--- config.mk ---
export PLATFORM = sky130hd
export DESIGN_NAME = imm_seq
export DESIGN_NICKNAME = d
export VERILOG_FILES = /design/src/rtl/core/imm_pkg.sv /design/src/rtl/core/imm_seq.sv
export SDC_FILE = /design/constraint.sdc
export NUM_CORES = 1
export LEC_CHECK = 0
export ABC_AREA = 1
export BUFFER_PORTS_ARGS = -buffer_cell sky130_fd_sc_hd__buf_2
export CAP_MARGIN = 0
export CORE_AREA = 10 10 47 49
export CTS_CLUSTER_SIZE = 30
export DETAILED_ROUTE_END_ITERATION = 12
export DIE_AREA = 0 0 57 59
export REMOVE_ABC_BUFFERS = 1
export SLEW_MARGIN = 10
export SYNTH_ARGS = -nofsm -noshare
export SYNTH_HDL_FRONTEND = slang
export SYNTH_SLANG_ARGS = --single-unit
export TNS_END_PERCENT = 100
--- constraint.sdc ---
create_clock -name clk -period 1.5 [get_ports clk]
set_clock_uncertainty 0.05 [all_clocks]
set_input_delay 0.3 -clock clk [delete_from_list [all_inputs] [get_ports clk]]
set_output_delay 0.3 -clock clk [all_outputs]
set_load 0.01 [all_outputs]
--- src/rtl/core/imm_pkg.sv ---
// Shared types and constants of the int16 matrix multiply core.
// Holds the control word layout, the microcode table and the item codes.
// No dependencies.
package imm_pkg;

  localparam int STEP_W = 3;
  localparam int DATA_W = 16;

  localparam logic [1:0] KIND_LEFT  = 2'd0;
  localparam logic [1:0] KIND_RIGHT = 2'd1;
  localparam logic [1:0] KIND_READ  = 2'd2;

  localparam logic [4:0] SIZE_RESET = 5'd16;

  localparam logic [STEP_W-1:0] STEP_IDLE   = 3'd0;
  localparam logic [STEP_W-1:0] STEP_CHECK  = 3'd1;
  localparam logic [STEP_W-1:0] STEP_ISSUE  = 3'd2;
  localparam logic [STEP_W-1:0] STEP_DRAIN1 = 3'd3;
  localparam logic [STEP_W-1:0] STEP_DRAIN2 = 3'd4;
  localparam logic [STEP_W-1:0] STEP_EMIT   = 3'd5;

  typedef enum logic [1:0] {
    COND_ALWAYS,
    COND_NO_READ,
    COND_OUTSIDE,
    COND_MORE
  } cond_t;

  typedef struct packed {
    logic              busy;
    logic              clr;
    logic              issue;
    logic              emit;
    cond_t             cond;
    logic [STEP_W-1:0] target;
  } ctrl_t;

  typedef struct packed {
    logic read_go;
    logic outside;
    logic last;
  } flags_t;

  function automatic ctrl_t microcode(input logic [STEP_W-1:0] step);
    ctrl_t w;
    w = '{busy: 1'b0, clr: 1'b0, issue: 1'b0, emit: 1'b0,
          cond: COND_ALWAYS, target: STEP_IDLE};
    case (step)
      STEP_IDLE: begin
        w.cond   = COND_NO_READ;
        w.target = STEP_IDLE;
      end
      STEP_CHECK: begin
        w.busy   = 1'b1;
        w.clr    = 1'b1;
        w.cond   = COND_OUTSIDE;
        w.target = STEP_EMIT;
      end
      STEP_ISSUE: begin
        w.busy   = 1'b1;
        w.issue  = 1'b1;
        w.cond   = COND_MORE;
        w.target = STEP_ISSUE;
      end
      STEP_DRAIN1: begin
        w.busy   = 1'b1;
        w.cond   = COND_ALWAYS;
        w.target = STEP_DRAIN2;
      end
      STEP_DRAIN2: begin
        w.busy   = 1'b1;
        w.cond   = COND_ALWAYS;
        w.target = STEP_EMIT;
      end
      STEP_EMIT: begin
        w.busy   = 1'b1;
        w.emit   = 1'b1;
        w.cond   = COND_ALWAYS;
        w.target = STEP_IDLE;
      end
      default: begin
        w.cond   = COND_ALWAYS;
        w.target = STEP_IDLE;
      end
    endcase
    return w;
  endfunction

endpackage

--- src/rtl/core/imm_seq.sv ---
// Microcode sequencer: step counter, control word table and jump logic.
// Depends on imm_pkg.
module imm_seq (
  input  logic            clk,
  input  logic            rst,
  input  imm_pkg::flags_t flags,
  output imm_pkg::ctrl_t  ctrl
);

  logic [imm_pkg::STEP_W-1:0] step;
  logic [imm_pkg::STEP_W-1:0] step_next;
  logic                       take;

  assign ctrl = imm_pkg::microcode(step);

  always_comb begin
    case (ctrl.cond)
      imm_pkg::COND_ALWAYS:  take = 1'b1;
      imm_pkg::COND_NO_READ: take = ~flags.read_go;
      imm_pkg::COND_OUTSIDE: take = flags.outside;
      imm_pkg::COND_MORE:    take = ~flags.last;
      default:               take = 1'b1;
    endcase
    step_next = take ? ctrl.target : step + 1'b1;
  end

  always_ff @(posedge clk) begin
    if (rst) begin
      step <= imm_pkg::STEP_IDLE;
    end else begin
      step <= step_next;
    end
  end

endmodule

==> impl_metrics.py <==
metrics = {
    "detailed_routing": {
        "drt_iter0_drc": 7,
        "via_per_inst": 4.098,
        "drt.antenna.violating_nets": 0,
        "wl_um": 1148,
        "drc": 0,
        "wl_per_cell_um": 11.25,
        "num_vias": 418,
        "drt_pre_antenna_iters": 2,
    },
    "power_and_ir_drop": {
        "pwr-share-clk": 0.067,
        "switching_power_w": 0.0009825,
        "ir_worst_vdd_uv": 1324,
        "seqPwrFrac": 0.103,
        "p_leak_nw": 0.3966,
        "pwr-share-comb": 0.829,
        "switching_share": 0.4634,
        "p_per_area_nw_per_um2": 3031,
        "p_int_w": 0.001138,
    },
    "synth": {
        "avgSynthCellArea_um2": 5.781,
        "ys_ff_latch": 3,
        "synth_area_um2": 335.3,
        "synth_top_cell_by_area": "dfxtp_1",
        "yosys_warnings": 0,
        "syn_inst": 58,
        "synth.distinct_cells": 13,
        "synth_top_cell_area_share": 0.1791,
        "ys_seq_area_frac": 0.1791,
        "synthTopCellsByArea": "dfxtp_1 (18%), nand2_1 (17%), inv_1 (16%)",
    },
    "outcome": {
        "violations": "negative setup slack",
        "status": "finished with violations",
    },
    "cells_and_area": {
        "largest_reg_flops": 3,
        "largest_register": "step",
        "nets": 96,
        "syn_to_final_growth_pct": 108.6,
        "utilization": 0.4991,
        "antenna-diode-count": 0,
        "final_common_cell": "buf_6",
        "layout_common_cells": "buf_6 (9), inv_1 (8), nand2_1 (8), buf_2 (8), buf_4 (7)",
        "top_regs": "step (3)",
        "drive_gt1_frac": 0.6744,
        "instances_no_fill": 102,
    },
    "worst_setup_path": {
        "path_class": "register to output port",
        "slowest_stage": "dfxtp_4",
        "cp-end-kind": "output port",
        "rr_startpoint": "step[1]",
        "crit_path_start_kind": "register",
        "cp_num_buf_inv": 3,
        "cp_max_fo": 4,
        "cp_cell_sequence": "buf_4 -> ha_4 -> o21ai_4 -> inv_2 -> buf_6",
        "slowest_delay_ns": 0.35,
        "path_delay_family": "flip-flops",
        "startpoint": "step[1]",
        "crit_arrival_ns": 1.25,
        "cp.required_ns": 1.15,
    },
    "sta": {
        "rsz0062_at_grt": "yes",
        "setup_violations": 6,
        "final_max_slew_viol_count": 0,
        "relSlewSlack": 0.8441,
        "finalCriticalPeriod_ns": 1.598,
        "fmax_mhz": 625.6,
        "hold-worst-slack_ns": 0.2761,
        "min_period_over_period": 1.066,
        "worst_slack_ns": -0.09839,
        "final_hold_viol_count": 0,
        "worst_slew_pin_slew_ns": 0.2335,
    },
    "clock_tree": {
        "htree_levels": 1,
        "cts_buffers": 3,
        "root_buffer": "clkbuf_4",
        "path_clk_slew_ns": 0.04,
        "ctsLongestPathBuffers": 2,
        "cts_tree": "built",
        "cts_sinks": 3,
        "insertion_delay_ns": 0.23,
    },
    "floorplanning": {
        "std_cell_rows": 14,
        "die_w_um": 57,
        "dieArea_um2": 3363,
        "initial_utilization": 0.2393,
        "chipHeight_um": 59,
        "core_area_um2": 1401,
        "ioPinCount": 14,
    },
    "worst_hold_path": {
        "hold_path_startpoint": "rst",
        "hold_class": "input pin to register",
    },
    "global_routing": {
        "grt_util_all_layers": 0.05773,
        "antenna_found_initial": 0,
        "grt_first_pass_wirelength_um": 1573,
        "gr-total-overflow": 0,
        "first_global_vias": 384,
        "grt_max_degree": 9,
    },
    "place": {
        "port_buffers": 13,
        "dp_hpwl_um": 727.3,
        "place.gp.congestion": 0.7010,
        "place_worst_setup_slack_ns": 0.01025,
        "numPlacedInstances": 91,
    },
    "flow_run": {
        "maxCapViolCount": 0,
    },
}
through the flow:
stage          power [W]  cell area (um2)  TNS [ns]
2_1_floorplan  0.0008298            335.3         0
3_3_place_gp    0.001193            450.4         0
3_5_place_dp    0.001198            450.4         0
4_1_cts         0.001582            553.0   -0.4554
5_1_grt         0.002298            699.4   -0.7485
6_report        0.002120            699.4   -0.3474
routing by layer:
layer	share of wire	routed length [um]	GRT usage	vias up
li1	-	-	-	227
met1	0.39	449	0.05536	180
met2	0.54	618	0.09922	9
met3	0.064	73	0.03004	2
met4	0.0052	6	0.03020	0
met5	0	0	0	-
cell usage after synthesis:
master / count
nand2_4: 1
nand3_1: 6
nor2_1: 8
xor2_1: 1
inv_2: 2
dfxtp_1: 3
nand2_1: 15
o211ai_1: 1
nand4_1: 1
o21ai_2: 1
ha_1: 4
nand2_2: 1
inv_1: 14
area by class of cell:
| class | instances | area [um2] |
|---|---|---|
| Multi-Input combinational cell | 39 | 322.8 |
| Clock buffer | 4 | 26.28 |
| Timing Repair Buffer | 24 | 193.9 |
| Fill cell | 150 | 701.9 |
| Sequential cell | 3 | 68.82 |
| Inverter | 16 | 67.56 |
| Tap cell | 16 | 20.02 |
path summary, 6_finish.rpt:
| path | end | slack (ns) | cells past startpoint |
|---|---|---|---|
| worst min register to register | step[0] | 0.56 | 3 |
| worst max register to register | step[0] | 0.02 | 8 |
| worst min-delay path | step[2] | 0.28 | 4 |
| worst max-delay path | ctrl[4] | -0.1 | 5 |
power by group through the flow:
stage | logic (W) | registers [W] | clock network, W
2_1_floorplan | 0.000671 | 0.000159 | 0
3_3_place_gp | 0.00103 | 0.000166 | 0
3_5_place_dp | 0.00103 | 0.000168 | 0
4_1_cts | 0.00123 | 0.000205 | 0.000148
5_1_grt | 0.00191 | 0.000226 | 0.000157
6_report | 0.00176 | 0.000219 | 0.000143
kinds of logic after synthesis:
group | synth area share
adders and majority gates | 0.1493
buffers and inverters | 0.1791
xor gates and xnor gates | 0.02612
and+or+nand+nor | 0.4179
AOI/OAI and AO/OA | 0.04852
DFF | 0.1791
worst register-to-register path, cell delays in order (launching register included):
cell,delay (ns)
dfxtp_4,0.35
buf_4,0.14
ha_4,0.18
o21ai_4,0.15
buf_6,0.11
nand4_1,0.15
nand3_1,0.13
nand2_1,0.06
nor2_1,0.08
repair_timing:
action	in CTS	in global routing
cloned	0	0
resized for setup	20	28
setup buffers	2	6
endpoints found under the setup margin	9	11
hold buffers	0	0
pin swaps	3	13
(Power assumes the default switching activity.)
